==> src/rtl/core/msspr_pkg.sv <==
`default_nettype none
package msspr_pkg;

  // field widths
  localparam int unsigned OP_W     = 2;
  localparam int unsigned INDEX_W  = 3;
  localparam int unsigned TARGET_W = 18;
  localparam int unsigned SPEED_W  = 24;
  localparam int unsigned ANGLE_W  = 17;
  localparam int unsigned PULSE_W  = 16;

  // angle fixed point: 65536 is pi/2, 32768 is pi/4
  localparam logic [ANGLE_W-1:0] ANGLE_FULL  = 17'd65536;
  localparam logic [ANGLE_W-1:0] ANGLE_RESET = 17'd32768;

  // floor(speed / 50) as speed * RECIP >> RECIP_SHIFT, exact for 24-bit speeds
  localparam int unsigned RECIP_W     = 25;
  localparam int unsigned RECIP_SHIFT = 30;
  localparam logic [RECIP_W-1:0] RECIP = 25'd21474837;
  localparam int unsigned PROD_W  = SPEED_W + RECIP_W;
  localparam int unsigned DELTA_W = 19;

  // servo parameter entry: target angle above, step below
  localparam int unsigned PARAM_W = ANGLE_W + DELTA_W;

  localparam int unsigned SERVO_COUNT_DEF = 6;
  localparam int unsigned MAX_RESULTS     = 6;

  // configuration registers
  localparam int unsigned CFG_INDEX_W = 1;
  localparam logic [CFG_INDEX_W-1:0] REG_PULSE_MIN = 1'd0;
  localparam logic [CFG_INDEX_W-1:0] REG_PULSE_MAX = 1'd1;
  localparam logic [PULSE_W-1:0] PULSE_MIN_RESET = 16'd1000;
  localparam logic [PULSE_W-1:0] PULSE_MAX_RESET = 16'd2000;

  typedef enum logic [OP_W-1:0] {
    OP_SET  = 2'd0,
    OP_TICK = 2'd1,
    OP_READ = 2'd2
  } op_t;

  typedef enum logic [2:0] {
    S_IDLE,
    S_SET_WR,
    S_RD,
    S_CALC,
    S_MUL,
    S_EMIT
  } state_t;

endpackage
`default_nettype wire

==> src/rtl/core/msspr_mem.sv <==
`default_nettype none
module msspr_mem #(
  parameter int unsigned DEPTH  = 6,
  parameter int unsigned ADDR_W = 3,
  parameter int unsigned WIDTH  = 17,
  parameter logic [WIDTH-1:0] RESET_VAL = '0
) (
  input  wire logic              clk,
  input  wire logic              rst_n,
  input  wire logic              re,
  input  wire logic              we,
  input  wire logic [ADDR_W-1:0] addr,
  input  wire logic [WIDTH-1:0]  wdata,
  output logic      [WIDTH-1:0]  rdata
);

  logic [WIDTH-1:0] mem [DEPTH];
  logic [DEPTH-1:0] valid_r;
  logic [WIDTH-1:0] rdata_r;
  logic             rvalid_r;

  // entry never written reads as its reset value
  always_ff @(posedge clk) begin
    if (!rst_n) begin
      valid_r <= '0;
    end else if (we) begin
      valid_r[addr] <= 1'b1;
    end
  end

  always_ff @(posedge clk) begin
    if (we) begin
      mem[addr] <= wdata;
    end
  end

  always_ff @(posedge clk) begin
    if (re) begin
      rdata_r  <= mem[addr];
      rvalid_r <= valid_r[addr];
    end
  end

  assign rdata = rvalid_r ? rdata_r : RESET_VAL;

endmodule
`default_nettype wire

==> src/rtl/core/msspr_pulse.sv <==
`default_nettype none
module msspr_pulse (
  input  wire logic                          clk,
  input  wire logic                          load,
  input  wire logic [msspr_pkg::ANGLE_W-1:0] angle,
  input  wire logic [msspr_pkg::PULSE_W-1:0] pulse_min,
  input  wire logic [msspr_pkg::PULSE_W-1:0] pulse_max,
  output logic      [msspr_pkg::PULSE_W-1:0] pulse
);

  localparam int unsigned DIFF_W = msspr_pkg::PULSE_W + 1;
  localparam int unsigned MUL_W  = msspr_pkg::ANGLE_W + 1 + DIFF_W;

  logic signed [DIFF_W-1:0] diff;
  logic signed [msspr_pkg::ANGLE_W:0] angle_s;
  logic signed [MUL_W-1:0] prod_nxt;
  logic signed [MUL_W-1:0] prod_r;

  assign diff     = $signed({1'b0, pulse_max}) - $signed({1'b0, pulse_min});
  assign angle_s  = $signed({1'b0, angle});
  assign prod_nxt = MUL_W'(angle_s) * MUL_W'(diff);

  always_ff @(posedge clk) begin
    if (load) begin
      prod_r <= prod_nxt;
    end
  end

  // arithmetic shift by 16 floors negative products, keep the low 16 bits
  assign pulse = pulse_min + prod_r[msspr_pkg::PULSE_W+15:16];

endmodule
`default_nettype wire

==> src/rtl/core/msspr_ctrl.sv <==
`default_nettype none
module msspr_ctrl #(
  parameter int unsigned SERVO_COUNT = msspr_pkg::SERVO_COUNT_DEF,
  parameter int unsigned ADDR_W      = 3,
  parameter int unsigned CNT_W       = 3
) (
  input  wire logic                           clk,
  input  wire logic                           rst_n,
  input  wire logic                           in_valid,
  output logic                                in_ready,
  input  wire logic [msspr_pkg::OP_W-1:0]     in_operation,
  input  wire logic [msspr_pkg::INDEX_W-1:0]  in_servo_index,
  input  wire logic signed [msspr_pkg::TARGET_W-1:0] in_target_angle,
  input  wire logic [msspr_pkg::SPEED_W-1:0]  in_speed,
  output logic                                out_valid,
  input  wire logic                           out_ready,
  output logic      [msspr_pkg::INDEX_W-1:0]  out_servo_number,
  output logic      [msspr_pkg::ANGLE_W-1:0]  out_angle_now,
  output logic      [msspr_pkg::PULSE_W-1:0]  out_pulse_width,
  output logic                                out_moving,
  output logic                                out_last,
  output logic                                mem_re,
  output logic      [ADDR_W-1:0]              mem_addr,
  output logic                                ang_we,
  output logic      [msspr_pkg::ANGLE_W-1:0]  ang_wdata,
  input  wire logic [msspr_pkg::ANGLE_W-1:0]  ang_rdata,
  output logic                                par_we,
  output logic      [msspr_pkg::PARAM_W-1:0]  par_wdata,
  input  wire logic [msspr_pkg::PARAM_W-1:0]  par_rdata,
  output logic                                pulse_load,
  output logic      [msspr_pkg::ANGLE_W-1:0]  pulse_angle,
  input  wire logic [msspr_pkg::PULSE_W-1:0]  pulse_value
);

  localparam int unsigned N_REPORT = (SERVO_COUNT < msspr_pkg::MAX_RESULTS) ?
                                     SERVO_COUNT : msspr_pkg::MAX_RESULTS;
  localparam int unsigned AW = msspr_pkg::ANGLE_W;
  localparam int unsigned DW = msspr_pkg::DELTA_W;
  localparam int unsigned SUM_W = DW + 1;

  msspr_pkg::state_t state_r, state_nxt;
  logic [CNT_W-1:0] cnt_r, cnt_nxt;
  logic             is_tick_r;
  logic             bad_r;
  logic [msspr_pkg::INDEX_W-1:0] idx_r;
  logic [AW-1:0]    tgt_r;
  logic [msspr_pkg::PROD_W-1:0] dprod_r;
  logic [AW-1:0]    angle_r;
  logic             moving_r;
  logic             out_valid_r;
  logic [msspr_pkg::INDEX_W-1:0] out_num_r;
  logic [AW-1:0]    out_angle_r;
  logic [msspr_pkg::PULSE_W-1:0] out_pulse_r;
  logic             out_moving_r;
  logic             out_last_r;

  logic             accept;
  logic             idx_ok;
  logic [AW-1:0]    tgt_clamp;
  logic             out_free;
  logic             emit_fire;
  logic             last_servo;
  logic             skip_report;
  logic             advance;
  logic [AW-1:0]    cur, tgt, next_angle;
  logic [DW-1:0]    delta;
  logic [SUM_W-1:0] gap_up, gap_dn;

  assign in_ready = (state_r == msspr_pkg::S_IDLE);
  assign accept   = in_valid && in_ready;
  assign idx_ok   = ({2'b00, in_servo_index} < 5'(SERVO_COUNT));
  assign out_free = !out_valid_r || out_ready;

  always_comb begin
    if (in_target_angle[msspr_pkg::TARGET_W-1]) begin
      tgt_clamp = '0;
    end else if (in_target_angle[AW-1:0] > msspr_pkg::ANGLE_FULL) begin
      tgt_clamp = msspr_pkg::ANGLE_FULL;
    end else begin
      tgt_clamp = in_target_angle[AW-1:0];
    end
  end

  // step toward target, stop on it
  assign cur    = ang_rdata;
  assign tgt    = par_rdata[msspr_pkg::PARAM_W-1:DW];
  assign delta  = par_rdata[DW-1:0];
  assign gap_up = SUM_W'(tgt) - SUM_W'(cur);
  assign gap_dn = SUM_W'(cur) - SUM_W'(tgt);

  always_comb begin
    if (!is_tick_r || cur == tgt) begin
      next_angle = cur;
    end else if (cur < tgt) begin
      if (SUM_W'(delta) >= gap_up) begin
        next_angle = tgt;
      end else begin
        next_angle = AW'(SUM_W'(cur) + SUM_W'(delta));
      end
    end else begin
      if (SUM_W'(delta) >= gap_dn) begin
        next_angle = tgt;
      end else begin
        next_angle = AW'(SUM_W'(cur) - SUM_W'(delta));
      end
    end
  end

  assign last_servo  = (cnt_r == CNT_W'(SERVO_COUNT - 1));
  assign skip_report = is_tick_r && (cnt_r >= CNT_W'(N_REPORT));

  // next state
  always_comb begin
    state_nxt = state_r;
    unique case (state_r)
      msspr_pkg::S_IDLE: begin
        if (accept) begin
          case (in_operation)
            msspr_pkg::OP_SET:  state_nxt = idx_ok ? msspr_pkg::S_SET_WR : msspr_pkg::S_IDLE;
            msspr_pkg::OP_TICK: state_nxt = msspr_pkg::S_RD;
            msspr_pkg::OP_READ: state_nxt = idx_ok ? msspr_pkg::S_RD : msspr_pkg::S_EMIT;
            default:            state_nxt = msspr_pkg::S_IDLE;
          endcase
        end
      end
      msspr_pkg::S_SET_WR: state_nxt = msspr_pkg::S_IDLE;
      msspr_pkg::S_RD:     state_nxt = msspr_pkg::S_CALC;
      msspr_pkg::S_CALC: begin
        if (!skip_report) begin
          state_nxt = msspr_pkg::S_MUL;
        end else if (last_servo) begin
          state_nxt = msspr_pkg::S_IDLE;
        end else begin
          state_nxt = msspr_pkg::S_RD;
        end
      end
      msspr_pkg::S_MUL: state_nxt = msspr_pkg::S_EMIT;
      msspr_pkg::S_EMIT: begin
        if (out_free) begin
          state_nxt = (is_tick_r && !last_servo) ? msspr_pkg::S_RD : msspr_pkg::S_IDLE;
        end
      end
      default: state_nxt = msspr_pkg::S_IDLE;
    endcase
  end

  // outputs and datapath controls
  always_comb begin
    mem_re     = 1'b0;
    ang_we     = 1'b0;
    par_we     = 1'b0;
    pulse_load = 1'b0;
    emit_fire  = 1'b0;
    advance    = 1'b0;
    unique case (state_r)
      msspr_pkg::S_IDLE:   ;
      msspr_pkg::S_SET_WR: par_we = 1'b1;
      msspr_pkg::S_RD:     mem_re = 1'b1;
      msspr_pkg::S_CALC: begin
        ang_we  = is_tick_r;
        advance = skip_report && !last_servo;
      end
      msspr_pkg::S_MUL:    pulse_load = 1'b1;
      msspr_pkg::S_EMIT: begin
        emit_fire = out_free;
        advance   = out_free && is_tick_r && !last_servo;
      end
      default: ;
    endcase
  end

  always_comb begin
    cnt_nxt = cnt_r;
    if (accept) begin
      if (in_operation == msspr_pkg::OP_TICK || !idx_ok) begin
        cnt_nxt = '0;
      end else begin
        cnt_nxt = CNT_W'(in_servo_index);
      end
    end else if (advance) begin
      cnt_nxt = cnt_r + CNT_W'(1);
    end
  end

  assign mem_addr    = cnt_r[ADDR_W-1:0];
  assign ang_wdata   = next_angle;
  assign par_wdata   = {tgt_r, dprod_r[msspr_pkg::PROD_W-1:msspr_pkg::RECIP_SHIFT]};
  assign pulse_angle = angle_r;

  always_ff @(posedge clk) begin
    if (!rst_n) begin
      state_r     <= msspr_pkg::S_IDLE;
      cnt_r       <= '0;
      out_valid_r <= 1'b0;
    end else begin
      state_r     <= state_nxt;
      cnt_r       <= cnt_nxt;
      out_valid_r <= emit_fire || (out_valid_r && !out_ready);
    end
  end

  always_ff @(posedge clk) begin
    if (accept) begin
      is_tick_r <= (in_operation == msspr_pkg::OP_TICK);
      // a tick ignores the servo index
      bad_r     <= (in_operation != msspr_pkg::OP_TICK) && !idx_ok;
      idx_r     <= in_servo_index;
      tgt_r     <= tgt_clamp;
      dprod_r   <= msspr_pkg::PROD_W'(in_speed) * msspr_pkg::PROD_W'(msspr_pkg::RECIP);
    end
    if (state_r == msspr_pkg::S_CALC) begin
      angle_r  <= next_angle;
      moving_r <= (next_angle != tgt);
    end
    if (emit_fire) begin
      out_num_r    <= is_tick_r ? msspr_pkg::INDEX_W'(cnt_r) : idx_r;
      out_angle_r  <= bad_r ? '0 : angle_r;
      out_pulse_r  <= bad_r ? '0 : pulse_value;
      out_moving_r <= !bad_r && moving_r;
      out_last_r   <= !is_tick_r || (cnt_r == CNT_W'(N_REPORT - 1));
    end
  end

  assign out_valid        = out_valid_r;
  assign out_servo_number = out_num_r;
  assign out_angle_now    = out_angle_r;
  assign out_pulse_width  = out_pulse_r;
  assign out_moving       = out_moving_r;
  assign out_last         = out_last_r;

endmodule
`default_nettype wire

==> src/rtl/core/multi_servo_slew_ramp_pwm_top.sv <==
// Slew-rate limited servo ramp with PWM compare output. Each servo keeps a
// current angle, a target angle and a step (floor(speed/50), computed when the
// target is set); angles are fixed point with 0..65536 for 0..pi/2 and reset
// to 32768. A set request (operation 0) clamps the target to 0..65536; a set
// to a servo that does not exist is dropped. A read request (operation 2)
// gives one result; a read of a missing servo gives zeros with its index. A
// tick request (operation 1) steps every servo toward its target and reports
// the first six in order, last flagged. In a tick each servo is read from the
// two state memories and its new angle is written back, and a reported servo
// then passes through the registered pulse multiplier before its result goes
// out; requests are handled one at a time. Pulse is
// pulse_min + floor(angle*(pulse_max-pulse_min)/65536), so reversed limits
// give a falling pulse. Write pulse_min/pulse_max only while idle. Output
// stalls hold the block without loss.
`default_nettype none
module multi_servo_slew_ramp_pwm_top #(
  parameter int unsigned SERVO_COUNT = msspr_pkg::SERVO_COUNT_DEF
) (
  input  wire logic                                  clk,
  input  wire logic                                  rst_n,
  // request channel
  input  wire logic                                  in_valid,
  output logic                                       in_ready,
  input  wire logic [msspr_pkg::OP_W-1:0]            in_operation,
  input  wire logic [msspr_pkg::INDEX_W-1:0]         in_servo_index,
  input  wire logic signed [msspr_pkg::TARGET_W-1:0] in_target_angle,
  input  wire logic [msspr_pkg::SPEED_W-1:0]         in_speed,
  // result channel
  output logic                                       out_valid,
  input  wire logic                                  out_ready,
  output logic      [msspr_pkg::INDEX_W-1:0]         out_servo_number,
  output logic      [msspr_pkg::ANGLE_W-1:0]         out_angle_now,
  output logic      [msspr_pkg::PULSE_W-1:0]         out_pulse_width,
  output logic                                       out_moving,
  output logic                                       out_last,
  // configuration writes
  input  wire logic                                  cfg_we,
  input  wire logic [msspr_pkg::CFG_INDEX_W-1:0]     cfg_index,
  input  wire logic [msspr_pkg::PULSE_W-1:0]         cfg_wdata
);

  // servo address and counter widths, counter can also hold the count itself
  localparam int unsigned ADDR_W = (SERVO_COUNT > 1) ? $clog2(SERVO_COUNT) : 1;
  localparam int unsigned CNT_W  = $clog2(SERVO_COUNT + 1);

  logic [msspr_pkg::PULSE_W-1:0] pulse_min_r;
  logic [msspr_pkg::PULSE_W-1:0] pulse_max_r;

  logic                          mem_re;
  logic [ADDR_W-1:0]             mem_addr;
  logic                          ang_we;
  logic [msspr_pkg::ANGLE_W-1:0] ang_wdata;
  logic [msspr_pkg::ANGLE_W-1:0] ang_rdata;
  logic                          par_we;
  logic [msspr_pkg::PARAM_W-1:0] par_wdata;
  logic [msspr_pkg::PARAM_W-1:0] par_rdata;
  logic                          pulse_load;
  logic [msspr_pkg::ANGLE_W-1:0] pulse_angle;
  logic [msspr_pkg::PULSE_W-1:0] pulse_value;

  // pulse limit registers
  always_ff @(posedge clk) begin
    if (!rst_n) begin
      pulse_min_r <= msspr_pkg::PULSE_MIN_RESET;
      pulse_max_r <= msspr_pkg::PULSE_MAX_RESET;
    end else if (cfg_we) begin
      unique case (cfg_index)
        msspr_pkg::REG_PULSE_MIN: pulse_min_r <= cfg_wdata;
        msspr_pkg::REG_PULSE_MAX: pulse_max_r <= cfg_wdata;
        default: ;
      endcase
    end
  end

  // current angles
  msspr_mem #(
    .DEPTH     (SERVO_COUNT),
    .ADDR_W    (ADDR_W),
    .WIDTH     (msspr_pkg::ANGLE_W),
    .RESET_VAL (msspr_pkg::ANGLE_RESET)
  ) u_angle_mem (
    .clk   (clk),
    .rst_n (rst_n),
    .re    (mem_re),
    .we    (ang_we),
    .addr  (mem_addr),
    .wdata (ang_wdata),
    .rdata (ang_rdata)
  );

  // target angle and step per servo
  msspr_mem #(
    .DEPTH     (SERVO_COUNT),
    .ADDR_W    (ADDR_W),
    .WIDTH     (msspr_pkg::PARAM_W),
    .RESET_VAL ({msspr_pkg::ANGLE_RESET, {msspr_pkg::DELTA_W{1'b0}}})
  ) u_param_mem (
    .clk   (clk),
    .rst_n (rst_n),
    .re    (mem_re),
    .we    (par_we),
    .addr  (mem_addr),
    .wdata (par_wdata),
    .rdata (par_rdata)
  );

  // registered angle times pulse span
  msspr_pulse u_pulse (
    .clk       (clk),
    .load      (pulse_load),
    .angle     (pulse_angle),
    .pulse_min (pulse_min_r),
    .pulse_max (pulse_max_r),
    .pulse     (pulse_value)
  );

  // request sequencer, slew step and result register
  msspr_ctrl #(
    .SERVO_COUNT (SERVO_COUNT),
    .ADDR_W      (ADDR_W),
    .CNT_W       (CNT_W)
  ) u_ctrl (
    .clk              (clk),
    .rst_n            (rst_n),
    .in_valid         (in_valid),
    .in_ready         (in_ready),
    .in_operation     (in_operation),
    .in_servo_index   (in_servo_index),
    .in_target_angle  (in_target_angle),
    .in_speed         (in_speed),
    .out_valid        (out_valid),
    .out_ready        (out_ready),
    .out_servo_number (out_servo_number),
    .out_angle_now    (out_angle_now),
    .out_pulse_width  (out_pulse_width),
    .out_moving       (out_moving),
    .out_last         (out_last),
    .mem_re           (mem_re),
    .mem_addr         (mem_addr),
    .ang_we           (ang_we),
    .ang_wdata        (ang_wdata),
    .ang_rdata        (ang_rdata),
    .par_we           (par_we),
    .par_wdata        (par_wdata),
    .par_rdata        (par_rdata),
    .pulse_load       (pulse_load),
    .pulse_angle      (pulse_angle),
    .pulse_value      (pulse_value)
  );

endmodule
`default_nettype wire

==> config.mk <==
export PLATFORM = sky130hd
export DESIGN_NAME = multi_servo_slew_ramp_pwm_top
export DESIGN_NICKNAME = d
export VERILOG_FILES = /design/src/rtl/core/msspr_pkg.sv /design/src/rtl/core/msspr_mem.sv /design/src/rtl/core/msspr_pulse.sv /design/src/rtl/core/msspr_ctrl.sv /design/src/rtl/core/multi_servo_slew_ramp_pwm_top.sv
export SDC_FILE = /design/constraint.sdc
export NUM_CORES = 2
export LEC_CHECK = 0
export ABC_AREA = 1
export BUFFER_PORTS_ARGS = -buffer_cell sky130_fd_sc_hd__buf_2
export CORE_ASPECT_RATIO = 1.25
export CORE_MARGIN = 10
export CORE_UTILIZATION = 55
export CTS_CLUSTER_SIZE = 16
export DETAILED_ROUTE_END_ITERATION = 8
export PLACE_DENSITY = 0.71
export SKIP_LAST_GASP = 1
export SLEW_MARGIN = 0
export SYNTH_ARGS = -nofsm -noshare
export SYNTH_HDL_FRONTEND = slang
export SYNTH_SLANG_ARGS = --single-unit
==> constraint.sdc <==
create_clock -name clk -period 15.63 [get_ports clk]
set_input_delay 1.563 -clock clk [delete_from_list [all_inputs] [get_ports clk]]
set_output_delay 1.563 -clock clk [all_outputs]
set_load 0.01 [all_outputs]
# Word level (Yosys, flattened, before mapping)
# Memories as Yosys holds them, arrays and structs flattened. A register that Yosys moved wholly into a read port is not among the register bits.
# Cells that the tools add are included.
# Widths: inputs -> output; s select.
# word_totals
register_bits,212
mem_bits_rw,318
input_bits,69
output_inout_bits,40
elab_cells,122
mem_count,2
# mem_list
name,words,width,read_ports,rd_ports_with_merged_regs,write_ports,line_no,rtl
u_param_mem.mem,6,36,1,1,1,msspr_mem.sv:17,logic [WIDTH-1:0] mem [DEPTH];
u_angle_mem.mem,6,17,1,1,1,msspr_mem.sv:17,
# classes
addsub,7
multipliers,2
magnitude_cmp,8
n_eq_ne,13
n_mux,36
bitwise,3
reduce_logical,28
# op_table
cell,n
$mux 17,6
$mul 24x25->49 const B,1
$ge 19x20->1,2
$mux 36,1
$sub 17x17->18,2
$mul 18x17->32,1
$mux 3,8
$add 17x17->17,1
$eq 17x17->1,1
$gt 17x17->1 const B,1
$lt 17x17->1,1
$ne 17x17->1,1
$sub 16x16->17,1
$sub 17x17->17,1
$add 16x16->16,1
$pmux 3 s5,1
$mux 1,13
$or 6x6->6,2
$logic_and 1x1->1,10
$eq 3x3->1 const B,3
$pmux 3 s3,1
$bmux 1 s3,2
$eq 3x2->1 const B,2
$logic_not 1->1,6
20 further kinds,28

# Longest topological paths before layout
# depth
word_depth,7
ltp_mapped,38
mapped_depth_nobuf,38

# Modules after synthesis
# A second synthesis with hierarchy kept.
# unflattened
cells_unflattened,5435
hier_area_um2,48011.0
# by_module_without_submodules
mod,instances,cells_each,area_each_um2,seq_area_each_um2
msspr_ctrl,1,2281,19159.6,3052.9
msspr_pulse,1,1505,11514.8,480.5
msspr_mem (u_param_mem),1,992,10797.9,7717.4
msspr_mem (u_angle_mem),1,495,5270.1,3723.6
multi_servo_slew_ramp_pwm_top,1,162,1268.7,640.6

# Worst setup path after synthesis
# No wires, ideal clock.
# synth_timing
kind,input to register
from,input in_speed[9] (netlist name)
to,"register u_ctrl.dprod_r[42] (netlist name), data pin"
setup_ps,262
t_arrival_ps,6870
slack_ps,8498
cell_stages,22
path_buffers,0
path_cell_list,fa_1 inv_1 fa_1 inv_1 fa_1 fa_1 inv_1 fa_1 fa_1 inv_1 fa_1 ha_1 a21oi_1 inv_1 a31oi_1 nor2_1 a211oi_1 a21boi_0 o21ai_0 a21oi_1 o21bai_1 xor2_1
# synth_between
elab_chain_len,1
# synth_lines
item,line_no,rtl
"start, declared",multi_servo_slew_ramp_pwm_top.sv:27,"input wire logic [msspr_pkg::SPEED_W-1:0] in_speed,"
$mul 24x25->49,msspr_ctrl.sv:209,dprod_r <= msspr_pkg::PROD_W'(in_speed) * msspr_pkg::PROD_W'(msspr_pkg::RECIP);
"end signal, assigned",msspr_ctrl.sv:209,
"end, declared",msspr_ctrl.sv:47,logic [msspr_pkg::PROD_W-1:0] dprod_r;
# Every way passes these cells.
# A chain may end at the register's enable or synchronous reset.

# Final worst setup path
# layout_timing
from,register pulse_min_r[0] (netlist name)
to,"register u_pulse.prod_r[31], data pin"
# layout_between
elab_chain_len,2
# layout_lines
item,line_no,rtl
"start, declared",multi_servo_slew_ramp_pwm_top.sv:46,logic [msspr_pkg::PULSE_W-1:0] pulse_min_r;
"start signal, assigned",multi_servo_slew_ramp_pwm_top.sv:64,pulse_min_r <= msspr_pkg::PULSE_MIN_RESET;
"start signal, assigned",multi_servo_slew_ramp_pwm_top.sv:68,msspr_pkg::REG_PULSE_MIN: pulse_min_r <= cfg_wdata;
$sub 16x16->17,msspr_pulse.sv:19,"assign diff = $signed({1'b0, pulse_max}) - $signed({1'b0, pulse_min});"
$mul 18x17->32,msspr_pulse.sv:21,assign prod_nxt = MUL_W'(angle_s) * MUL_W'(diff);
net u_pulse.prod_nxt[31],msspr_pulse.sv:16,logic signed [MUL_W-1:0] prod_nxt;
"end signal, assigned",msspr_pulse.sv:25,prod_r <= prod_nxt;
"end, declared",msspr_pulse.sv:17,logic signed [MUL_W-1:0] prod_r;
# The timed path passes the listed nets, and every way through them passes these cells.

==> results.ini <==
[timing]
final.period_utilization_pct = 50.8
rsz0062_at_grt = false
setup_viol = 0
maxSlewViolCount = 0
setup_ws_ns = 7.69
fin_hold_ws_ns = 0.479
finalHoldViolations = 0
tightest_slew_ns = 1.27
period_needed_ns = 7.94
skew_ns = 0.0495
final.setup.tns_ns = 0
fmax_mhz = 126
slew_headroom_pct = 15.2

[routing]
drt_pass1_iterations = 6
antenna_left = 0
drt_iter0_drc = 2829
via_per_inst = 5.66
vias = 32900
wirelength_um = 120000
post_drt_wl_per_cell_um = 20.6
drc = 0

[critical_path]
crit_family = adder cells
crit_start = pulse_min_r[0]
worstPathMaxFanout = 10
r2r_end = u_pulse.prod_r[31]
crit_top_cell = fa_1
path_buf_inv = 5
required_ns = 15.96
rrSetupSlack_ns = 7.69
start_kind = flop
arrival_ns = 8.27
cp_num_cells = 25
crit_path_end = u_pulse.prod_r[31]
end_kind = flop
slowest_delay_ns = 1.01
critPathKind = reg -> reg
crit_slowest_cell = xor2_1
ff2ff_path_depth = 25
r2r_start = pulse_min_r[0]

[clocking]
cts_resized = 0
clk_pin_slew_ns = 0.06
cts_root_buf = clkbuf_16
clk_latency_ns = 0.65
numCtsBuffers = 52
cts_max_level = 2
cts_tree = done
cts.sinks = 537
cts_hold_buffers = 0
cts_buffer_depth = 3
postCtsSetupBuffers = 0

[finish]
nets = 5689
areaGrowthSynthToFinish_pct = 7.90
drive_gt1_share_pct = 6.62
antennaDiodeCount = 0
finalNonFillerCells = 5812

[die]
start_util_pct = 55.3
die_h_um = 340
rows = 117
core_area_um2 = 81200
die-width_um = 276
dieArea_um2 = 93600
io_pins = 109

[yosys]
synth_area_leaders = edfxtp_1 (32%), fa_1 (19%), ha_1 (14%)
synthTopCellsByCount = inv_1 (908), nand2_1 (738), ha_1 (491)
netlist_area_um2 = 44900
synth_edf_count = 486
ys_ff_latch = 537
synth_cells = 4621
yosys_warnings = 0
synth_xor_xnor_area_share_pct = 2.22
synth_compound_area_share_pct = 8.27
synth.avg_cell_area_um2 = 9.72
async_flop_share_pct = 0
synthAdderAreaFrac_pct = 32.9
synth_largest_area_cell = edfxtp_1
synth_nets = 5612
synth_cell_type_count = 64
synth_mux_area_share_pct = 0
synthMostInstantiatedCell = inv_1
synthSimpleGateAreaFrac_pct = 13.0
synth_top_family_by_area = adder cells
yosysTopAreaCellShare_pct = 32.5
ys.flop_type = edfxtp_1
synth-seq-area-share_pct = 34.8

[placement]
gp_congestion = 0.991
hpwl_um = 91800
portBuffers = 108
pre_cts_slack_ns = 7.74
dp_cells = 5715

[global_routing]
grt_start_max_net_pins = 61
overflow = 0
antenna_found_initial = 1
globalRouteTotalUtil_pct = 25.5
grt_pass1_vias = 33700
grt_first_pass_wirelength_um = 186000

[flow_run]
cap_violations = 0

[hold_path]
hold_path.class = reg -> reg
min_from = u_param_mem.valid_r[4]

[status]
outcome = completed

[state kept, by name, summed over array words and instances (netlist names), 6 cells and up]
register                cells
u_ctrl.out_angle_now       17
u_param_mem.mem           216
u_ctrl.tgt_r               17
u_ctrl.pulse_angle         17
u_pulse.prod_r             16
u_angle_mem.rdata_r        17
u_angle_mem.mem           102
u_ctrl.out_pulse_width     16
pulse_max_r                16
u_angle_mem.valid_r         6
u_param_mem.valid_r         6
pulse_min_r                16
u_ctrl.dprod_r             19
u_param_mem.rdata_r        36
[worst min-delay path, cell delays in order, from the launching register on]
cell and delay (ns):
dfxtp_1 0.33, nor2_1 0.05, nor2_1 0.06
[layout by cell type (no fill, tap or decap), drive strengths merged, types with 5 or more instances in the layout]
cell / Yosys / final
inv: 915 / 918
nand2: 756 / 756
ha: 491 / 491
edfxtp: 486 / 486
fa: 431 / 431
nor2: 401 / 401
a21oi: 209 / 209
nand3: 177 / 177
o21ai: 161 / 161
buf: 36 / 143
xor2: 83 / 83
clkbuf: 84 / 59
a22oi: 58 / 58
o2111ai: 56 / 56
dfxtp: 51 / 51
nor3: 41 / 41
clkinv: 3 / 30
xnor2: 27 / 27
nand4: 23 / 23
a31oi: 23 / 23
o211ai: 20 / 20
o21bai: 12 / 12
or2: 12 / 12
a211oi: 10 / 10
o21a: 10 / 10
bufinv: 0 / 8
o31ai: 8 / 8
nor4: 7 / 7
a21boi: 7 / 7
o221ai: 6 / 6
a221oi: 5 / 5
[metrics by stage]
step                      utilization (%)  instance area (µm²)
after global placement               57.4                46600
final                                59.7                48500
after global routing                 59.7                48500
after floorplan                         -                44900
after CTS                            59.7                48500
after detailed placement             57.4                46600
[layout make-up]
cell class	count	area, µm²
flip-flops and latches	537	15600
inverters	918	3450
multi-input cells	3046	25400
clock inverters	38	479
clock buffers	59	1380
fillers	6775	32800
repair buffers	143	803
well taps	1071	1340
[routing by layer]
metal,share of wire [%],vias to the layer above,wire length (µm),track usage [%]
met5,0.011,-,13,0
met4,4.7,2,5660,11.6
met3,6.2,287,7380,3.07
met2,49,1247,58800,43.2
met1,40,16200,47900,32.3
li1,-,15200,-,-
[worst min path at each step]
stage	end	slack (ns)	depth (start not counted)
2_1_floorplan	u_angle_mem.valid_r[0]	0.44	2
3_3_place_gp	u_angle_mem.valid_r[0]	0.45	2
3_5_place_dp	u_param_mem.valid_r[4]	0.46	2
4_1_cts	u_param_mem.valid_r[4]	0.48	2
5_1_grt	pulse_min_r[4]	0.50	2
6_report	u_param_mem.valid_r[4]	0.48	2
[cell families after synthesis]
logic type      Yosys count
fa+ha+maj               922
simple gates           1420
compound gates          594
flops                   537
xor+xnor                110
buf+inv                1038
Power is not shown: default switching activity piles up to over one toggle a cycle in this logic, so the estimate is an artifact.
